[config.mk]
export PLATFORM = sky130hd
export DESIGN_NAME = swalu_front
export DESIGN_NICKNAME = d
export VERILOG_FILES = /design/src/hdl/signed_word_alu_with_overflow_assert.svh /design/src/hdl/swalu_pkg.sv /design/src/hdl/swalu_front.sv
export SDC_FILE = /design/constraint.sdc
export NUM_CORES = 2
export LEC_CHECK = 0
export ABC_AREA = 1
export BUFFER_PORTS_ARGS = -buffer_cell sky130_fd_sc_hd__buf_2
export CAP_MARGIN = 40
export CORE_ASPECT_RATIO = 1.25
export CORE_UTILIZATION = 40
export CTS_CLUSTER_SIZE = 30
export DETAILED_ROUTE_END_ITERATION = 8
export PLACE_DENSITY = 0.62
export SYNTH_ARGS = -nofsm -noshare
export SYNTH_HDL_FRONTEND = slang
export SYNTH_SLANG_ARGS = --single-unit
[constraint.sdc]
create_clock -name clk -period 7.8 [get_ports clk]
set_clock_uncertainty 0.1 [all_clocks]
set_input_delay 0.39 -clock clk [delete_from_list [all_inputs] [get_ports clk]]
set_output_delay 0.39 -clock clk [all_outputs]
set_load 0.02 [all_outputs]
[src/hdl/signed_word_alu_with_overflow_assert.svh]
// assertion macros for the signed word alu
`ifndef SIGNED_WORD_ALU_WITH_OVERFLOW_ASSERT_SVH
`define SIGNED_WORD_ALU_WITH_OVERFLOW_ASSERT_SVH
// checks that an implication holds on every edge outside reset
`define SWA_ASSERT(label, prop, msg) \
  label: assert property (@(posedge clk) disable iff (rst) (prop)) else $error(msg);
// checks an implication regardless of reset
`define SWA_ASSERT_ALWAYS(label, prop, msg) \
  label: assert property (@(posedge clk) (prop)) else $error(msg);
`endif

[src/hdl/swalu_pkg.sv]
`timescale 1ns / 1ps
package swalu_pkg;
  localparam int unsigned DataW = 32;
  localparam int unsigned CmdW = 5;
  localparam int unsigned ErrW = 2;
  localparam int unsigned StageCnt = DataW + 2;
  localparam logic [5:0] CountMask = 6'h3f;

  typedef enum logic [CmdW-1:0] {
    CMD_ADD = 5'd0, CMD_SUB = 5'd1, CMD_MUL = 5'd2, CMD_DIV = 5'd3,
    CMD_AND = 5'd4, CMD_OR = 5'd5, CMD_XOR = 5'd6, CMD_SLA = 5'd7,
    CMD_SLL = 5'd8, CMD_SRA = 5'd9, CMD_SRL = 5'd10, CMD_EQ = 5'd11,
    CMD_NE = 5'd12, CMD_LE = 5'd13, CMD_LT = 5'd14, CMD_GE = 5'd15,
    CMD_GT = 5'd16
  } cmd_t;

  typedef enum logic [ErrW-1:0] {
    ERR_NONE = 2'd0, ERR_HIGH = 2'd1, ERR_LOW = 2'd2
  } err_t;

  // work travelling down the divider pipe alongside each word
  typedef struct packed {
    logic [CmdW-1:0]  cmd;
    logic [DataW-1:0] simple;   // result of logic, shift and compare commands
    logic [ErrW-1:0]  simple_err;
    logic [63:0]      exact;    // sign-extended add/sub/mul result
    logic             quot_neg;
    logic             div_zero;
  } side_t;
endpackage

[src/hdl/swalu_front.sv]
`timescale 1ns / 1ps
// first stage: decode, add/sub, logic, shifts, compares, the multiply and the divider operand magnitudes
module swalu_front (
  input  logic clk,
  input  logic rst,
  input  logic en,
  input  logic in_valid,
  input  logic [swalu_pkg::CmdW-1:0] cmd,
  input  logic signed [swalu_pkg::DataW-1:0] a,
  input  logic signed [swalu_pkg::DataW-1:0] b,
  output logic out_valid,
  output swalu_pkg::side_t side,
  output logic [swalu_pkg::DataW-1:0] mag_a,
  output logic [swalu_pkg::DataW-1:0] mag_b
);
  import swalu_pkg::*;

  logic [5:0] cnt;
  logic [DataW-1:0] shv;
  logic sgn;
  logic [DataW-1:0] simple_v;
  logic signed [63:0] ex_v;
  side_t side_next;

  assign cnt = b[5:0] & CountMask;
  assign sgn = a[DataW-1];

  always_comb begin
    shv = '0;
    if (cnt == 6'd0) begin
      shv = a;
    end else if (cnt >= 6'd32) begin
      if (cmd == CMD_SLA) shv = {sgn, {(DataW-1){1'b0}}};
      else if (cmd == CMD_SRA) shv = {DataW{sgn}};
    end else begin
      case (cmd)
        CMD_SLA: shv = (a << cnt[4:0]) | {sgn, {(DataW-1){1'b0}}};
        CMD_SLL: shv = a << cnt[4:0];
        CMD_SRA: shv = a >>> cnt[4:0];
        default: shv = a >> cnt[4:0];
      endcase
    end
  end

  always_comb begin
    simple_v = '0;
    ex_v = '0;
    case (cmd) inside
      CMD_ADD: ex_v = 64'(a) + 64'(b);
      CMD_SUB: ex_v = 64'(a) - 64'(b);
      CMD_MUL: ex_v = 64'(a) * 64'(b);
      CMD_AND: simple_v = a & b;
      CMD_OR:  simple_v = a | b;
      CMD_XOR: simple_v = a ^ b;
      CMD_SLA, CMD_SLL, CMD_SRA, CMD_SRL: simple_v = shv;
      CMD_EQ: simple_v = DataW'(a == b);
      CMD_NE: simple_v = DataW'(a != b);
      CMD_LE: simple_v = DataW'(a <= b);
      CMD_LT: simple_v = DataW'(a < b);
      CMD_GE: simple_v = DataW'(a >= b);
      CMD_GT: simple_v = DataW'(a > b);
      default: simple_v = '0;
    endcase
    side_next.cmd = cmd;
    side_next.simple = simple_v;
    side_next.simple_err = ERR_NONE;
    side_next.exact = ex_v;
    side_next.quot_neg = a[DataW-1] ^ b[DataW-1];
    side_next.div_zero = (b == '0);
  end

  always_ff @(posedge clk) begin
    if (rst) begin
      out_valid <= 1'b0;
    end else if (en) begin
      out_valid <= in_valid;
    end
    if (en) begin
      side <= side_next;
      mag_a <= sgn ? DataW'(-a) : a;
      mag_b <= b[DataW-1] ? DataW'(-b) : b;
    end
  end
endmodule

* Word level (Yosys, flattened, before mapping)
Cells that the tools add are included.
Word-level totals: output and inout port bits 170, register bits 168, bits of input ports 73, word-level logic and storage cells 70
Cells by class: muxes and demuxes 20, magnitude comparators 5, bitwise operators 5, shifts and indexed selects 3, reduce and logical (&&, ||, !) cells 5, equal/unequal tests 17, $mul 1, add/subtract/negate cells 4
Operator list (count):
- 32-bit 2-to-1 mux | 8
- 64-bit 2-to-1 mux | 3
- 32-bit case mux with 3 select lines | 1
- 32-bit by 32-bit multiplier with 64-bit output | 1
- 32-bit negation | 2
- 32-bit bitwise OR | 2
- 31-bit 2-to-1 mux | 2
- 5-bit by 4-bit == test with 1-bit output (second input constant) | 8
- 32-bit by 32-bit adder with 33-bit output | 1
- 32-bit by 32-bit subtractor with 33-bit output | 1
- 32-bit AND | 1
- 32-bit == test | 1
- 32-bit >= comparator | 1
- 32-bit greater-than comparator | 1
- 32-bit <= comparator | 1
- 32-bit zero test | 1
- 32-bit < comparator | 1
- 32-bit inequality test | 1
- 32-bit by 5-bit left shift with 32-bit output | 1
- 32-bit by 5-bit >> shifter with 32-bit output | 1
- 32-bit by 5-bit >>> shifter with 32-bit output | 1
- 32-bit bitwise XOR | 1
- 5-bit by 3-bit == test with 1-bit output (second input constant) | 4
- 6-bit >= comparator (second input constant) | 1
- 9 further kinds | 14

* Depth between registers and ports, before layout
word-level depth 11, depth in mapped cells 34, depth with buffers taken out 31

* Worst setup path before layout
Ideal clock, no wire load.
path kind input to register, from in a[31] (netlist bit), to reg side[65] (netlist bit), data pin, arrival 7.627 ns, path buffers 3, stages 33, path slack -0.188 ns, library setup time 0.261 ns, data required time 7.439 ns, cells stage by stage clkbuf_1 > clkbuf_1 > buf_1 > nand2_1 > inv_1 > fa_1 > inv_1 > fa_1 > inv_1 > fa_1 > fa_1 > inv_1 > fa_1 > inv_1 > fa_1 > inv_1 > fa_1 > inv_1 > fa_1 > ha_1 > nand2_1 > nor2_1 > inv_1 > nor2_1 > inv_1 > nor2_1 > inv_1 > o21ai_0 > inv_1 > nand2_1 > nand2_1 > nand3_1 > nand3_1
On the way: longest elaborated chain between the ends 4, elaborated cells between the ends (all ways) 6, classes of those cells add/sub: 2; mul: 1; mux: 3
Ends and longest elaborated chain:
- start: declaration | RTL line swalu_front.sv:9 | input logic signed [swalu_pkg::DataW-1:0] a,
- 32-bit by 32-bit multiplier with 64-bit output | RTL line swalu_front.sv:51 | CMD_MUL: ex_v = 64'(a) * 64'(b);
- 64-bit 2-to-1 mux (2 in a row) | RTL line swalu_front.sv:48 | case (cmd) inside
- 64-bit 2-to-1 mux (*) | RTL line swalu_front.sv:48
- via ex_v[63] | RTL line swalu_front.sv:22 | logic signed [63:0] ex_v;
- end signal: assignment | RTL line swalu_front.sv:79 | side <= side_next;
- end: declaration | RTL line swalu_front.sv:12 | output swalu_pkg::side_t side,
Mark *: on every way through the listed nets, which the timed path passes. The rest lies on a longest branch. A chain may end at the register's enable or synchronous reset.

* Worst setup path after layout
from in a[31] (netlist bit), to reg side[54] (netlist bit), data pin
Same word-level chain as after synthesis.

==> run summary <==
### Placement
- **DP HPWL** 218000 um
- **placed standard-cell area** 0.0627 mm2
- **routability congestion estimate** 1.06
- **Setup WS pre-CTS** -0.722 ns
- **count of port buffers added during placement** 240

### Logic synthesis
- **mean cell area of the mapped netlist** 7.52 um2
- **share of async-settable or async-resettable flops after synthesis** 0%
- **flops & latches, synth** 168
- **number of enable flip-flop cells after synthesis** 167
- **Synth top cells by count** sky130_fd_sc_hd__nand2_1 (1876), sky130_fd_sc_hd__inv_1 (1850), sky130_fd_sc_hd__fa_1 (1084), sky130_fd_sc_hd__nor2_1 (338), sky130_fd_sc_hd__ha_1 (284)
- **most repeated cell in the gate-level netlist after synthesis** sky130_fd_sc_hd__nand2_1
- **leading cell types by total area after synthesis** sky130_fd_sc_hd__fa_1 (40%), sky130_fd_sc_hd__nand2_1 (13%), sky130_fd_sc_hd__inv_1 (13%)
- **Cell Area, Synth** 0.0544 mm2
- **ys flop type** sky130_fd_sc_hd__edfxtp_1
- **synth unique cells** 60
- **register area share after synthesis** 9.26%
- **largest area contributor in the synthesized netlist** sky130_fd_sc_hd__fa_1
- **Gate Count Post-Synth** 7234
- **post-synth top area share** 39.9%
- **Synth warnings** 0

### Timing
- **Min Clock Period, post-route** 7.60 ns
- **Worst Max-Slew Pin Slew** 0.944 ns
- **tightest slew margin relative to the limit** 37.1%
- **highest clock rate** 132 MHz
- **Pins Over Slew Limit** 0
- **Final setup violation count** 0
- **period utilization** 97.5%
- **least setup slack across all paths after layout** 0.198 ns
- **RSZ-0062 raised after global routing** yes
- **final-layout worst hold slack** 0.0424 ns
- **final-report hold violation count** 0

### Hold path
- **type of the worst min-delay path** in2reg
- **origin of the worst min-delay path** cmd[2]

### Floorplanning
- **Ports** 243
- **width of the die** 332 um
- **Die Footprint** 0.137 mm2
- **initial core utilization** 40.5%
- **area of the core** 0.134 mm2
- **number of rows created at floorplan** 150
- **vertical die dimension** 414 um

### GRT
- **total congestion overflow** 0
- **first-pass GRT wire length** 370000 um
- **vias in the first global route** 54300
- **initial antenna violation count** 14
- **overall track demand over capacity in global routing** 37.5%
- **pin count of the biggest net entering global routing** 72

### Clock tree
- **number of buffers added for setup after CTS** 0
- **Num CTS Buffers** 17
- **maximum level of the CTS H-tree** 4
- **clock latency reported for the late side of the worst-skew pair** 0.53 ns
- **Root Buffer** sky130_fd_sc_hd__clkbuf_16
- **Num Clock Sinks** 168
- **TritonCTS clock tree** built
- **clock transition at the registers of the reported paths** 0.07 ns
- **CTS max path bufs** 2

### Routing
- **iteration-0 DRC count of the detailed router** 4277
- **total DRC errors in the routed layout** 0
- **first drt pass iteration count** 8
- **number of nets with antenna violations after detailed routing** 0
- **average detailed-routed wire length per instance** 26.4 um
- **vias per std cell** 5.31
- **overall routed net length** 254000 um
- **via count** 51200

### Worst setup path
- **CP max stage delay** 0.72 ns
- **Data arrival, critical path** 7.72 ns
- **Crit. Startpoint** a[31]
- **slack of the worst reg-to-reg path** 6.55 ns
- **dominant delay contributor by cell family on the critical path** adder cells
- **reg-to-reg critical path startpoint** out_valid
- **class of the most critical setup path** in2reg
- **crit path capture type** register
- **CP Data Required Time** 7.92 ns
- **number of cell instances on the worst register-to-register path** 3
- **number of buffer and inverter stages on the critical path** 11
- **Crit Path Max Fanout** 9
- **library cell appearing most often on the critical path** sky130_fd_sc_hd__fa_1
- **CP endpoint** side[54]
- **R2R Path End** out_valid
- **Crit path depth** 28
- **critical path startpoint category** primary input
- **cell at the slowest stage of the critical path** sky130_fd_sc_hd__fa_1

### Cells and area
- **share of post-route cells with drive strength above 1** 13.8%
- **synthesis-to-layout area growth** 16.6%
- **area of all placed cells without fillers** 0.0634 mm2
- **net total in the final layout** 9314

### Flow run
- **Max Cap Viol** 0

### Status
- **run status** complete, no violations

repair_timing:
| item | in CTS | in global routing |
|---|---|---|
| resized for setup | 2 | 18 |
| endpoints found under the setup margin | 2 | 20 |
| hold buffers | 6 | 0 |
| hold endpoints to repair | 5 | 0 |
| pin swaps | 0 | 0 |
| cloned | 0 | 0 |
how the worst min path moves through the flow:
stage	endpoint	slack, ns	depth (start not counted)
after floorplan	out_valid	0.36	1
after global placement	out_valid	0.38	2
after detailed placement	out_valid	0.39	2
after CTS	side[102]	0.02	1
after global routing	side[102]	0.03	1
final	side[102]	0.04	1
sequential cells by signal (all words and copies together) (netlist names):
| register | flops |
|---|---|
| out_valid | 1 |
| side | 103 |
| mag_a | 32 |
| mag_b | 32 |
cell families (layout without fill, tap and decap cells):
kind of cell | count (synthesis) | count (layout) | synth area share, %
compound gates | 724 | 724 | 7.39
buf+inv | 2231 | 2882 | 15.6
flops | 168 | 168 | 9.26
fa+ha+maj | 1368 | 1368 | 46.4
mux | 9 | 9 | 0.166
other cells | 1 | 10 | 0.00690
xor+xnor | 99 | 99 | 1.59
simple gates | 2634 | 2634 | 19.6
layout make-up:
cell class,instances,area (um2)
antenna,8,20.0
clock buffer,18,429
clock inverter,14,158
fill,13600,70900
inverter,1858,6970
multi-input combinational,4836,40900
sequential,168,5030
tap,1748,2190
timing repair buffer,992,7690
per-stage QoR:
step / TNS, ns / cells / utilization [%]
2_1_floorplan: 0 / 7235 / -
6_report: 0 / 9642 / 47.2
5_1_grt: -0.0305 / 9638 / 47.2
3_5_place_dp: -9.02 / 9593 / 46.6
4_1_cts: 0 / 9631 / 47.1
3_3_place_gp: -9.39 / 9587 / 46.6
metal layers:
| layer | global-route usage (%) | vias to the layer above | part of all wire [%] | wire, um |
|---|---|---|---|---|
| met1 | 41.6 | 25400 | 35 | 89700 |
| met4 | 30.0 | 8 | 9.8 | 24900 |
| met5 | 0 | - | 0.021 | 54 |
| met2 | 63.6 | 2379 | 48 | 122000 |
| li1 | - | 22600 | - | - |
| met3 | 6.41 | 808 | 6.9 | 17600 |
cells in the final DEF, fill, tap and decap left out, types with 12 or more instances in the layout:
master	instances
sky130_fd_sc_hd__buf_2	236
sky130_fd_sc_hd__fa_1	1082
sky130_fd_sc_hd__o21ai_0	264
sky130_fd_sc_hd__edfxtp_1	167
sky130_fd_sc_hd__nand4_1	64
sky130_fd_sc_hd__or2_2	20
sky130_fd_sc_hd__a21oi_1	281
sky130_fd_sc_hd__nor2_1	331
sky130_fd_sc_hd__clkbuf_16	17
sky130_fd_sc_hd__xnor2_1	14
sky130_fd_sc_hd__xor2_1	85
sky130_fd_sc_hd__nor4_1	12
sky130_fd_sc_hd__ha_1	284
sky130_fd_sc_hd__a21o_1	13
sky130_fd_sc_hd__buf_4	677
sky130_fd_sc_hd__buf_12	63
sky130_fd_sc_hd__inv_2	12
sky130_fd_sc_hd__nand3_1	259
sky130_fd_sc_hd__o21ai_1	21
sky130_fd_sc_hd__nor2_2	12
sky130_fd_sc_hd__a31oi_1	23
sky130_fd_sc_hd__o21bai_1	23
sky130_fd_sc_hd__nor3_1	29
sky130_fd_sc_hd__nand2_1	1876
sky130_fd_sc_hd__inv_1	1844
sky130_fd_sc_hd__o211ai_1	38
Power is not shown: default switching activity piles up to over one toggle a cycle in this logic, so the estimate is an artifact.
