$ cat src/hdl/signed_word_alu_with_overflow_assert.svh
// assertion macros for the signed word alu
`ifndef SIGNED_WORD_ALU_WITH_OVERFLOW_ASSERT_SVH
`define SIGNED_WORD_ALU_WITH_OVERFLOW_ASSERT_SVH
// checks that an implication holds on every edge outside reset
`define SWA_ASSERT(label, prop, msg) \
  label: assert property (@(posedge clk) disable iff (rst) (prop)) else $error(msg);
// checks an implication regardless of reset
`define SWA_ASSERT_ALWAYS(label, prop, msg) \
  label: assert property (@(posedge clk) (prop)) else $error(msg);
`endif

$ cat src/hdl/swalu_pkg.sv
`timescale 1ns / 1ps
package swalu_pkg;
  localparam int unsigned DataW = 32;
  localparam int unsigned CmdW = 5;
  localparam int unsigned ErrW = 2;
  localparam int unsigned StageCnt = DataW + 2;
  localparam logic [5:0] CountMask = 6'h3f;

  typedef enum logic [CmdW-1:0] {
    CMD_ADD = 5'd0, CMD_SUB = 5'd1, CMD_MUL = 5'd2, CMD_DIV = 5'd3,
    CMD_AND = 5'd4, CMD_OR = 5'd5, CMD_XOR = 5'd6, CMD_SLA = 5'd7,
    CMD_SLL = 5'd8, CMD_SRA = 5'd9, CMD_SRL = 5'd10, CMD_EQ = 5'd11,
    CMD_NE = 5'd12, CMD_LE = 5'd13, CMD_LT = 5'd14, CMD_GE = 5'd15,
    CMD_GT = 5'd16
  } cmd_t;

  typedef enum logic [ErrW-1:0] {
    ERR_NONE = 2'd0, ERR_HIGH = 2'd1, ERR_LOW = 2'd2
  } err_t;

  // work travelling down the divider pipe alongside each word
  typedef struct packed {
    logic [CmdW-1:0]  cmd;
    logic [DataW-1:0] simple;   // result of logic, shift and compare commands
    logic [ErrW-1:0]  simple_err;
    logic [63:0]      exact;    // sign-extended add/sub/mul result
    logic             quot_neg;
    logic             div_zero;
  } side_t;
endpackage

$ cat src/hdl/swalu_back.sv
`timescale 1ns / 1ps
// last stage: sign fix of the quotient, range check and result select
module swalu_back (
  input  logic clk,
  input  logic rst,
  input  logic en,
  input  logic in_valid,
  input  swalu_pkg::side_t side,
  input  logic [swalu_pkg::DataW-1:0] quo,
  output logic out_valid,
  output logic [swalu_pkg::DataW-1:0] value,
  output logic [swalu_pkg::ErrW-1:0] error_code
);
  import swalu_pkg::*;

  logic signed [63:0] ex;
  logic [DataW-1:0] v_next;
  logic [ErrW-1:0] e_next;

  always_comb begin
    ex = side.exact;
    if (side.cmd == CMD_DIV)
      ex = side.quot_neg ? -$signed({32'd0, quo}) : $signed({32'd0, quo});
    v_next = side.simple;
    e_next = side.simple_err;
    if (side.cmd == CMD_ADD || side.cmd == CMD_SUB || side.cmd == CMD_MUL ||
        (side.cmd == CMD_DIV && !side.div_zero)) begin
      if (ex > 64'sd2147483647) begin
        v_next = '0;
        e_next = ERR_HIGH;
      end else if (ex < -64'sd2147483648) begin
        v_next = '0;
        e_next = ERR_LOW;
      end else begin
        v_next = ex[DataW-1:0];
        e_next = ERR_NONE;
      end
    end else if (side.cmd == CMD_DIV) begin
      v_next = '0;
      e_next = ERR_NONE;
    end
  end

  always_ff @(posedge clk) begin
    if (rst) begin
      out_valid <= 1'b0;
    end else if (en) begin
      out_valid <= in_valid;
    end
    if (en) begin
      value <= v_next;
      error_code <= e_next;
    end
  end
endmodule

$ cat config.mk
export PLATFORM = sky130hd
export DESIGN_NAME = swalu_back
export DESIGN_NICKNAME = d
export VERILOG_FILES = /design/src/hdl/signed_word_alu_with_overflow_assert.svh /design/src/hdl/swalu_pkg.sv /design/src/hdl/swalu_back.sv
export SDC_FILE = /design/constraint.sdc
export NUM_CORES = 1
export LEC_CHECK = 0
export ABC_AREA = 0
export BUFFER_PORTS_ARGS = -buffer_cell sky130_fd_sc_hd__buf_2
export CORE_ASPECT_RATIO = 0.8
export CORE_MARGIN = 2
export CORE_UTILIZATION = 41
export DETAILED_ROUTE_END_ITERATION = 10
export HOLD_SLACK_MARGIN = 0.05
export PLACE_DENSITY = 0.82
export SLEW_MARGIN = 20
export SYNTH_ARGS = -nofsm -noshare
export SYNTH_HDL_FRONTEND = slang
export SYNTH_SLANG_ARGS = --single-unit
$ cat constraint.sdc
create_clock -name clk -period 2.9 [get_ports clk]
set_input_delay 0.58 -clock clk [delete_from_list [all_inputs] [get_ports clk]]
set_output_delay 0.58 -clock clk [all_outputs]
set_load 0.02 [all_outputs]
=== After elaboration in Yosys (flattened, before gate mapping) ===
Cells that the tools add are included.

* ROM bits: 0
* Latch bits: 0
* Register bits after elaboration: 35
* Input bits: 141
* Logic and storage cells: 25
* Bits in writable memories: 0
* Memories: 0

* Shift-type cells: 0
* Equality and inequality tests: 3
* Divide/modulo/power cells: 0
* Muxes and demuxes: 10
* Add/sub/neg operators: 1
* Magnitude comparators: 2
* Reduce and logical (&&, ||, !) cells: 6
* $mul: 0
* Bitwise logic cells: 0

{| class="wikitable"
|+ Operator list
! kind !! count
|-
| $mux 32 || 4
|-
| $mux 64 || 2
|-
| $gt 64x32->1 const B || 1
|-
| $lt 64x32->1 const B || 1
|-
| $neg 32->64 || 1
|-
| $eq 5x2->1 const B || 2
|-
| $mux 2 || 4
|-
| $eq 5x1->1 const B || 1
|-
| $logic_not 5->1 || 1
|-
| $logic_or 1x1->1 || 3
|-
| $logic_and 1x1->1 || 1
|-
| $logic_not 1->1 || 1
|}

=== Depth between registers and ports, before layout ===
Gate-level depths: netlist (run 1).

* Depth after elaboration: 7
* Mapped depth: 12
* Gate-level depth less buffers: 10

=== Worst setup path after synthesis (run 1) ===
OpenSTA, ideal clock, no wires.

* Path type: input to register
* Start: in quo[18] (netlist name)
* End: reg value[0] (netlist name) (data pin)
* Cell stages on the path: 10
* Path slack: -0.224 ns
* Data required time: 2.735 ns
* Arrival: 2.958 ns
* Cells stage by stage: nor4_1 > nand4b_1 > nor4_1 > ha_1 > nor4b_1 > a41o_1 > o221a_2 > a21oi_4 > buf_6 > o31ai_2

* Longest elaborated chain between the ends: 7
* Elaborated cells on any way between the ends: 8
* Classes of those cells: 1 x add/sub; 2 x order compare; 5 x mux

{| class="wikitable"
|+ RTL lines
! element !! line !! RTL
|-
| start: declaration || swalu_back.sv:9 || <nowiki>input logic [swalu_pkg::DataW-1:0] quo,</nowiki>
|-
| $neg 32->64 || swalu_back.sv:23 || <nowiki>ex = side.quot_neg ? -$signed({32'd0, quo}) : $signed({32'd0, quo});</nowiki>
|-
| $mux 64 (*) || swalu_back.sv:23 ||
|-
| $mux 64 (*) || swalu_back.sv:22 || <nowiki>if (side.cmd == CMD_DIV)</nowiki>
|-
| $lt 64x32->1 || swalu_back.sv:31 || <nowiki>end else if (ex < -64'sd2147483648) begin</nowiki>
|-
| $mux 32 || swalu_back.sv:31 ||
|-
| $mux 32 (*) || swalu_back.sv:28 || <nowiki>if (ex > 64'sd2147483647) begin</nowiki>
|-
| $mux 32 (*) || swalu_back.sv:26 || <nowiki>if (side.cmd == CMD_ADD || side.cmd == CMD_SUB || side.cmd == CMD_MUL ||</nowiki>
|-
| net v_next[0] || swalu_back.sv:17 || <nowiki>logic [DataW-1:0] v_next;</nowiki>
|-
| end signal: assignment || swalu_back.sv:51 || <nowiki>value <= v_next;</nowiki>
|-
| end: declaration || swalu_back.sv:11 || <nowiki>output logic [swalu_pkg::DataW-1:0] value,</nowiki>
|}

Mark *: on every way through the listed nets, which the timed path passes. The rest lies on a longest branch.
A chain may end at the register's enable or synchronous reset.

=== Worst setup path after layout (run 1) ===
* Start: in quo[28] (netlist name)
* End: reg value[31] (netlist name) (data pin)

The elaborated chain is that of the path after synthesis.

==> flow_metrics.py, run 1 <==
metrics = {
    "cells_and_area": {
        "areaGrowthSynthToFinish_pct": 52.87,
        "fillers": 608,
        "layout.cells.most_common_list": "173 x buf_2, 59 x buf_4, 45 x nand2_1, 34 x edfxtp_1, 27 x xnor2_1",
        "fin_cells": 632,
        "final_nets": 684,
        "register_area_um2": 1041,
        "multiInputGateArea_um2": 2043,
        "drive_above_1_share": 0.5351,
        "mostFrequentLayoutCell": "buf_2",
        "diodes": 0,
    },
    "critical_path": {
        "critPathMaxFanout": 7,
        "path_class": "in2reg",
        "critPathCaptureType": "flop",
        "r2r_end": "out_valid$_SDFFE_PP0P_",
        "timing.rr.start": "out_valid$_SDFFE_PP0P_",
        "required_ps": 2940,
        "r2r_slack_ps": 2320,
        "cp-start-kind": "input port",
        "crit_path_end": "value[31]$_DFFE_PP_",
        "crit_start": "quo[28]",
        "critPathArrivalTime_ps": 2920,
        "rr_worst_depth": 2,
    },
    "clock_tree": {
        "clock-sinks": 35,
        "cts_tree": "yes",
        "cts_made_buffers": 5,
        "clock_latency_ps": 290,
        "clk_pin_slew_ps": 80,
        "clockBufferDepth": 2,
        "cts_root_buf": "clkbuf_8",
        "hold_buffers": 0,
        "htree_levels": 2,
    },
    "global_routing": {
        "grt_pass1_vias": 3445,
        "grt_max_degree": 38,
        "grt_pass1_wl_um": 15910,
        "grt_use_total": 0.2465,
        "grt.overflow.total": 0,
        "antenna_found_initial": 0,
    },
    "place": {
        "portBuffers": 175,
        "dp.final_hpwl_um": 8582,
        "post-place-ws_ps": -330.2,
        "dp.cells": 620,
        "routabilityCongestion": 0.8892,
    },
    "floorplanning": {
        "die_h_um": 81.45,
        "initial_core_util": 0.4199,
        "core_region_area_um2": 7322,
        "rows": 28,
        "dieWidth_um": 100.8,
        "die-area_um2": 8211,
        "io_pins": 176,
    },
    "sta": {
        "tns_ps": 0,
        "relSlewSlack": 0.4220,
        "fin_crit_sh": 0.9931,
        "period_needed_ps": 2880,
        "worst_slack_ps": 20.11,
        "finalHoldViolCount": 0,
        "finalSetupViolCount": 0,
        "final_max_slew_viol_count": 0,
        "rsz0062_at_grt": "yes",
        "worst_pin_slew_ps": 867.0,
        "fin_skew_ps": 0,
        "fmax_mhz": 347.2,
    },
    "yosys": {
        "synth-main-ff-cell": "edfxtp_1",
        "synth.distinct_cells": 52,
        "yosysTopAreaCellShare": 0.3321,
        "yosys_warnings": 0,
        "async_flop_share": 0,
        "synth-seq-cells": 35,
        "syn_area_um2": 3074,
        "syn_area_per_cell_um2": 9.547,
        "yosysTopAreaCell": "edfxtp_1",
        "synth_seq_area_share": 0.3386,
        "syn_nets": 465,
        "synth_edf_count": 34,
        "synth_area_leaders": "edfxtp_1 33%, o31ai_2 8.5%, xnor2_1 7.7%, nand2_1 5.6%, a22oi_1 5.1%",
        "syn_inst": 322,
    },
    "routing": {
        "vias": 3698,
        "drt-total-wl_um": 10950,
        "ant_nets": 0,
        "viasPerCell": 5.851,
        "wl_per_cell_um": 17.33,
        "drtPass1Iterations": 4,
        "drt-initial-drc-count": 222,
        "drc": 0,
    },
    "power": {
        "power_leakage_nw": 1.965,
        "peakVddDrop_v": 0.0002188,
        "p_per_area_nw_per_um2": 321.0,
    },
    "flow_run": {
        "drv_cap": 0,
    },
    "worst_hold_path": {
        "hold_class": "in2reg",
    },
    "status": {
        "run_status": "finished clean",
    },
}
-- cell families (layout without fill, tap and decap cells) --
kind of cell    after synthesis  count (layout)  synth area share
simple gates                124             124            0.2153
compound gates              103             103            0.2951
flops                        35              35            0.3386
xor+xnor                     29              29           0.08262
buf+inv                      28             248           0.05698
fa+ha+maj                     2               2          0.008139
mux                           1               1          0.003256
-- critical path: stages --
cell	delay (ps)
buf_2	110
or4_4	540
nor4_2	250
ha_1	290
nand2_1	90
or3_1	120
a41oi_2	30
o22a_1	230
a21oi_4	340
clkbuf_16	250
o31ai_4	70
-- per-stage QoR --
stage	power, mW	cell area [um^2]	util	hold WS [ps]
5_1_grt	1.574	4700	0.6418	444.3
2_1_floorplan	0.8638	3132	-	578.8
6_report	1.509	4700	0.6418	429.6
3_3_place_gp	1.101	4425	0.6044	467.9
4_1_cts	1.486	4532	0.6189	432.7
3_5_place_dp	1.115	4425	0.6044	478.6
-- what timing repair did --
| item | in CTS | in global routing |
|---|---|---|
| gates resized for setup | 2 | 18 |
| setup buffers | 0 | 3 |
| pin swaps | 0 | 6 |
| gates cloned | 0 | 1 |
| endpoints found under the setup margin | 8 | 32 |
-- how the worst min path moves through the flow --
stage,startpoint,to,slack (ps),cells after the start
floorplan,out_valid$_SDFFE_PP0P_,out_valid$_SDFFE_PP0P_,580,2
CTS,rst,out_valid$_SDFFE_PP0P_,430,2
global placement,out_valid$_SDFFE_PP0P_,out_valid$_SDFFE_PP0P_,470,2
finish,rst,out_valid$_SDFFE_PP0P_,430,2
global route,rst,out_valid$_SDFFE_PP0P_,440,2
detailed placement,out_valid$_SDFFE_PP0P_,out_valid$_SDFFE_PP0P_,480,2
-- sequential cells by signal, summed over array words and instances, names as in the netlist --
register	cells
error_code	2
value	32
out_valid	1
-- routing by layer --
| metal | global-route usage | share of wire | vias to the layer above |
|---|---|---|---|
| met5 | 0 | 0 | - |
| met1 | 0.3060 | 0.39 | 1763 |
| met3 | 0.03660 | 0.080 | 26 |
| met2 | 0.4407 | 0.50 | 180 |
| li1 | - | - | 1729 |
| met4 | 0.08356 | 0.025 | 0 |
-- power breakdown --
part	switching [mW]	total (mW)	internal (mW)
Sequential	0.0103	0.616	0.605
Clock	0.187	0.379	0.192
Combinational	0.286	0.514	0.228
-- final cells by class --
type	count	share of cell area
clock buffers	7	0.01837
repair buffers	237	0.2979
inverters	3	0.002396
multi-input cells	259	0.4348
clock inverters	1	0.001065
flip-flops and latches	35	0.2215
well taps	90	0.02396
-- synth_stat cells (all sizes together) (2+ instances only) --
cell / number
nor4b: 2
clkbuf: 9
o41ai: 10
a21oi: 5
a31oi: 3
a22oi: 21
or4: 5
nand3: 8
inv: 3
a221oi: 5
o211ai: 5
o31ai: 33
nor2: 14
dlygate4sd1: 4
nor3: 6
a211oi: 5
xnor2: 27
o21ai: 12
nand4: 7
nand2b: 3
or3: 6
and2: 2
and4: 2
ha: 2
buf: 12
nand2: 46
nor4: 17
xor2: 2
edfxtp: 34
Power figures use the tool's default switching activity.
==> inputs of run 2 (changes only) <==
Settings changed: SETUP_SLACK_MARGIN from default to 0.2.
==> run 2 against run 1 <==
Effect of this change:
- the flow now finishes with violations (negative setup slack)
- flip-flop and latch count unchanged
- sequential power about the same
- hold slack better by 6.8 ps
- critical path type unchanged
- critical endpoint is now value[14]$_DFFE_PP_
- largest cell class unchanged
==> flow_metrics.py, run 2 (same netlist as run 1, synthesis figures left out) <==
metrics = {
    "floorplanning": {
        "core_region_area_um2": 7322,
        "die_h_um": 81.45,
        "dieWidth_um": 100.8,
        "io_pins": 176,
        "rows": 28,
        "initial_core_util": 0.4199,
        "die-area_um2": 8211,
    },
    "cells_and_area": {
        "top_register": "value",
        "mostFrequentLayoutCell": "buf_2",
        "final_nets": 684,
        "layout.cells.most_common_list": "171 x buf_2, 58 x buf_4, 44 x nand2_1, 34 x edfxtp_1, 27 x xnor2_1",
        "areaGrowthSynthToFinish_pct": 56.57,
        "fin_cells": 632,
        "diodes": 0,
        "drive_above_1_share": 0.5461,
        "final_area_um2": 4813,
        "largest_register_ffs": 32,
        "largestRegisters": "value: 32 flops, error_code: 2 flops, out_valid: 1 flops",
    },
    "clock_tree": {
        "cts_root_buf": "clkbuf_8",
        "htree_levels": 2,
        "clockBufferDepth": 2,
        "cts_tree": "yes",
        "cts_made_buffers": 5,
        "hold_buffers": 0,
        "clock_latency_ps": 290,
        "clock-sinks": 35,
        "clk_pin_slew_ps": 70,
    },
    "place": {
        "routabilityCongestion": 0.8645,
        "portBuffers": 175,
        "dp.cells": 618,
        "dp.final_hpwl_um": 8678,
        "placedInstanceArea_um2": 4410,
    },
    "sta": {
        "final_max_slew_viol_count": 0,
        "fmax_mhz": 343.0,
        "rsz0062_at_grt": "yes",
        "relSlewSlack": 0.4370,
        "worst_slack_ps": -15.76,
        "period_needed_ps": 2916,
        "tns_ps": -95.83,
        "worst_pin_slew_ps": 844.5,
        "finalHoldViolCount": 0,
        "finalSetupViolCount": 11,
        "fin_crit_sh": 1.005,
        "fin_skew_ps": 0,
    },
    "critical_path": {
        "path_class": "in2reg",
        "cp-start-kind": "input port",
        "r2r_slack_ps": 2310,
        "critPathArrivalTime_ps": 2950,
        "r2r_end": "out_valid$_SDFFE_PP0P_",
        "critPathMaxFanout": 12,
        "rr_worst_depth": 2,
        "crit_start": "quo[7]",
        "cp_cell_sequence": "buf_2, buf_4, or4_1, buf_4, nor2_1, a41oi_2, o22a_1, a21oi_4, clkbuf_16, o31ai_2",
        "timing.critical_path.slowest_stage_cell": "or4_1",
        "required_ps": 2930,
        "max_stage_delay_ps": 610,
        "cp_common_cell": "buf_4",
        "critPathCaptureType": "flop",
        "timing.rr.start": "out_valid$_SDFFE_PP0P_",
    },
    "power": {
        "power_leakage_nw": 1.997,
        "clkPwrFrac": 0.242,
        "comb_power_share": 0.348,
        "peakVddDrop_v": 0.0001909,
        "p_per_area_nw_per_um2": 313.2,
        "p_switching_mw": 0.5014,
        "power_mw": 1.508,
        "p_seq_frac": 0.409,
        "swShare": 0.3326,
        "p_int_mw": 1.006,
    },
    "routing": {
        "viasPerCell": 5.790,
        "wl_per_cell_um": 18.09,
        "drt-initial-drc-count": 217,
        "drtPass1Iterations": 5,
        "drc": 0,
        "vias": 3659,
        "drt-total-wl_um": 11430,
        "ant_nets": 0,
    },
    "global_routing": {
        "antenna_found_initial": 0,
        "grt_use_total": 0.2651,
        "grt_max_degree": 40,
        "grt_pass1_vias": 3713,
        "grt.overflow.total": 0,
        "grt_pass1_wl_um": 16980,
    },
    "worst_hold_path": {
        "worstHoldPathCells": 2,
        "hp-start": "rst",
        "whs_endpoint": "out_valid$_SDFFE_PP0P_",
        "hold_class": "in2reg",
    },
    "status": {
        "run_status": "finished with violations",
        "violations": "negative setup slack",
    },
    "flow_run": {
        "drv_cap": 0,
    },
}
## run 2: worst max-delay path by stage
stage / endpoint
floorplan: value[0]$_DFFE_PP_
global placement: value[20]$_DFFE_PP_
detailed placement: value[20]$_DFFE_PP_
CTS: value[25]$_DFFE_PP_
global route: value[24]$_DFFE_PP_
finish: value[14]$_DFFE_PP_
## run 2: layer usage
layer | vias to the layer above | track usage | wire [um]
met5 | - | 0 | 0
met4 | 0 | 0.08219 | 224
met3 | 25 | 0.06809 | 1059
met2 | 199 | 0.4993 | 5740
met1 | 1707 | 0.2941 | 4409
li1 | 1728 | - | -
## run 2: cell type report
class / instances / area, um^2
Sequential cell: 35 / 1041
Clock buffer: 6 / 72.57
Inverter: 3 / 11.26
Multi-Input combinational cell: 259 / 2138
Timing Repair Buffer: 237 / 1425
Tap cell: 90 / 112.6
Clock inverter: 2 / 12.51
Fill cell: 573 / 2509
## run 2: metrics by stage
| step | util | worst slack [ps] | hold slack [ps] |
|---|---|---|---|
| 2_1_floorplan | - | -18.84 | 578.8 |
| 3_3_place_gp | 0.6024 | -351.8 | 473.8 |
| 3_5_place_dp | 0.6024 | -417.9 | 504.5 |
| 4_1_cts | 0.6333 | 53.42 | 431.4 |
| 5_1_grt | 0.6574 | -119.7 | 424.5 |
| 6_report | 0.6574 | -15.76 | 436.4 |
## run 2: power by group through the flow
stage	clock network (mW)	logic (mW)	registers, mW
after detailed placement	0	0.487	0.629
after global placement	0	0.473	0.627
after global routing	0.391	0.564	0.621
after CTS	0.368	0.502	0.617
final	0.365	0.525	0.617
after floorplan	0	0.179	0.686
## run 2: worst max-delay path, delay by kind of cell
family | cells | cell delay, ps
AOI/OAI and AO/OA | 4 | 780
buffers and inverters | 4 | 710
and+or+nand+nor | 2 | 870
## run 2: repair_timing
item	CTS	global route
hold endpoints to repair	0	0
setup endpoints to repair	33	33
gates cloned	0	2
gates resized for setup	19	18
pin swaps	9	4
buffers inserted	3	1
==> inputs of run 3 (changes only) <==
Settings changed: BUFFER_PORTS_ARGS -buffer_cell sky130_fd_sc_hd__buf_2 to -buffer_cell sky130_fd_sc_hd__buf_4, CORE_UTILIZATION 41 to 45, PLACE_DENSITY 0.82 to 0.86.
Clock period 2.9 ns to 2.8 ns, I/O delays scaled along.
==> run 3 against run 2 <==
Effect of this change:
- the flow still finishes with violations (negative setup slack)
- flip-flop and latch count unchanged
- routed wire length increased by 18%
- first-iteration DRC count increased by 82%
==> flow_metrics.py, run 3 (same netlist as run 1, synthesis figures left out) <==
metrics = {
    "sta": {
        "rsz0062_at_grt": "yes",
        "hold_ws_ps": 408.5,
        "relSlewSlack": 0.5367,
        "period_needed_ps": 2967,
        "fin_crit_sh": 1.060,
        "finalSetupViolCount": 32,
        "fmax_mhz": 337.0,
        "worst_pin_slew_ps": 693.3,
        "worst_slack_ps": -167.1,
        "fin_skew_ps": 0,
        "finalHoldViolCount": 0,
        "final_max_slew_viol_count": 0,
    },
    "worst_hold_path": {
        "hp-start": "rst",
        "whs_endpoint": "out_valid$_SDFFE_PP0P_",
        "hold_class": "in2reg",
        "worstHoldPathCells": 2,
    },
    "cells_and_area": {
        "top_register": "value",
        "layout.cells.most_common_list": "236 x buf_4, 45 x nand2_1, 34 x edfxtp_1, 27 x xnor2_1, 21 x a22oi_1",
        "fin_cells": 632,
        "diodes": 0,
        "largest_register_ffs": 32,
        "final_util": 0.7962,
        "largestRegisters": "value: 32 flops, error_code: 2 flops, out_valid: 1 flops",
        "mostFrequentLayoutCell": "buf_4",
        "final_area_um2": 5180,
        "drive_above_1_share": 0.5474,
        "final_nets": 690,
        "areaGrowthSynthToFinish_pct": 68.50,
        "fillers": 415,
    },
    "global_routing": {
        "grt_max_degree": 40,
        "grt_use_total": 0.3161,
        "gr-usage-met3": 0.07087,
        "grt_pass1_vias": 3883,
        "top_usage_layer": "met2",
        "grt.overflow.total": 0,
        "antenna_found_initial": 0,
        "use_met2": 0.5507,
        "grtUsageMet1": 0.3667,
        "grt_pass1_wl_um": 18410,
    },
    "place": {
        "placedInstanceArea_um2": 4883,
        "dp.final_hpwl_um": 9036,
        "routabilityCongestion": 0.9991,
        "portBuffers": 175,
        "dp.cells": 616,
    },
    "floorplanning": {
        "io_pins": 176,
        "initial_core_util": 0.4725,
        "dieWidth_um": 96.41,
        "core_region_area_um2": 6506,
        "die-area_um2": 7513,
        "die_h_um": 77.93,
        "rows": 26,
    },
    "critical_path": {
        "critical_path.top_delay_family": "simple AND/OR/NAND/NOR gates",
        "max_stage_delay_ps": 560,
        "critPathMaxFanout": 10,
        "cp_cell_sequence": "buf_6, or4_4, nor4_4, ha_1, nand2_1, or3_4, a41oi_2, o22a_1, a21oi_4, buf_12, o31ai_2",
        "timing.critical_path.slowest_stage_cell": "or4_4",
        "r2r_slack_ps": 2210,
        "rr_worst_depth": 2,
        "required_ps": 2920,
        "path_class": "in2reg",
        "critPathCaptureType": "flop",
        "critPathArrivalTime_ps": 3090,
        "cp-start-kind": "input port",
        "r2r_end": "out_valid$_SDFFE_PP0P_",
        "worstPathBufferInverterCount": 2,
        "timing.rr.start": "out_valid$_SDFFE_PP0P_",
    },
    "routing": {
        "viasPerCell": 6.408,
        "vias": 4050,
        "drt-initial-drc-count": 395,
        "drc": 0,
        "wl_per_cell_um": 21.34,
        "drt-total-wl_um": 13480,
        "drtPass1Iterations": 5,
        "ant_nets": 0,
    },
    "flow_run": {
        "drv_cap": 0,
    },
    "power": {
        "power_leakage_nw": 2.151,
        "p_per_area_nw_per_um2": 318.9,
        "peakVddDrop_v": 0.0001943,
    },
    "clock_tree": {
        "clockBufferDepth": 2,
        "hold_buffers": 0,
        "cts_made_buffers": 5,
        "cts_tree": "yes",
        "clk_pin_slew_ps": 70,
        "clock_latency_ps": 300,
        "htree_levels": 2,
        "clock-sinks": 35,
        "cts_root_buf": "clkbuf_8",
    },
    "status": {
        "violations": "negative setup slack",
        "run_status": "finished with violations",
    },
}
## run 3: cell count changes in the layout (fill, tap and decap cells not counted), moves of 2 or more
cell,delta
buf_6,+2
clkbuf_16,-2
buf_8,-2
buf_2,-171
o31ai_2,+8
o31ai_4,-8
buf_4,+178
## run 3: worst max path at each step
stage	cells after the start	slack, ps	startpoint	end
floorplan	11	-100	quo[9]	value[0]$_DFFE_PP_
global placement	12	-320	quo[2]	value[30]$_DFFE_PP_
detailed placement	13	-460	quo[26]	value[15]$_DFFE_PP_
CTS	11	-50	quo[28]	value[15]$_DFFE_PP_
global route	13	-220	quo[26]	value[29]$_DFFE_PP_
finish	11	-170	quo[28]	value[15]$_DFFE_PP_
## run 3: stage by stage
stage | power [mW] | setup TNS (ps) | setup WS, ps
final | 1.652 | -4113 | -167.1
after global routing | 1.708 | -6184 | -220.1
after CTS | 1.608 | -694.4 | -51.77
after detailed placement | 1.241 | -13820 | -462.8
after global placement | 1.223 | -10150 | -324.6
after floorplan | 0.8960 | -2344 | -98.45
## run 3: what timing repair did
item / 4_1_cts / 5_1_grt
gates cloned: 0 / 0
setup endpoints to repair: 34 / 34
endpoints found under the hold margin: 0 / 0
pin swaps: 3 / 5
setup buffers: 5 / 3
gates resized for setup: 13 / 12
## run 3: layout make-up
cell class              instances  area [um^2]  area share
flip-flops and latches         35         1041      0.2010
clock inverters                 1        5.005   0.0009662
inverters                       3        11.26    0.002174
well taps                      84        105.1     0.02029
clock buffers                   7        76.32     0.01473
multi-input cells             259         2073      0.4002
repair buffers                243         1868      0.3606
## run 3: worst register-to-register path: cells and delay by family (launching register included)
kind          cells  cell delay (ps)
simple gates      1               50
mux               1              120
flops             1              310
## run 3: routing by layer
metal / share of wire / up-vias
met4: 0.063 / 0
li1: - / 1733
met5: 0 / -
met2: 0.49 / 339
met3: 0.11 / 99
met1: 0.34 / 1879
## run 3: report_power, final
| part | switching (mW) | internal [mW] | total, mW | leakage [nW] |
|---|---|---|---|---|
| Combinational | 0.320 | 0.315 | 0.635 | 1.77 |
| Sequential | 0.0148 | 0.627 | 0.642 | 0.340 |
| Clock | 0.200 | 0.175 | 0.375 | 0.0422 |
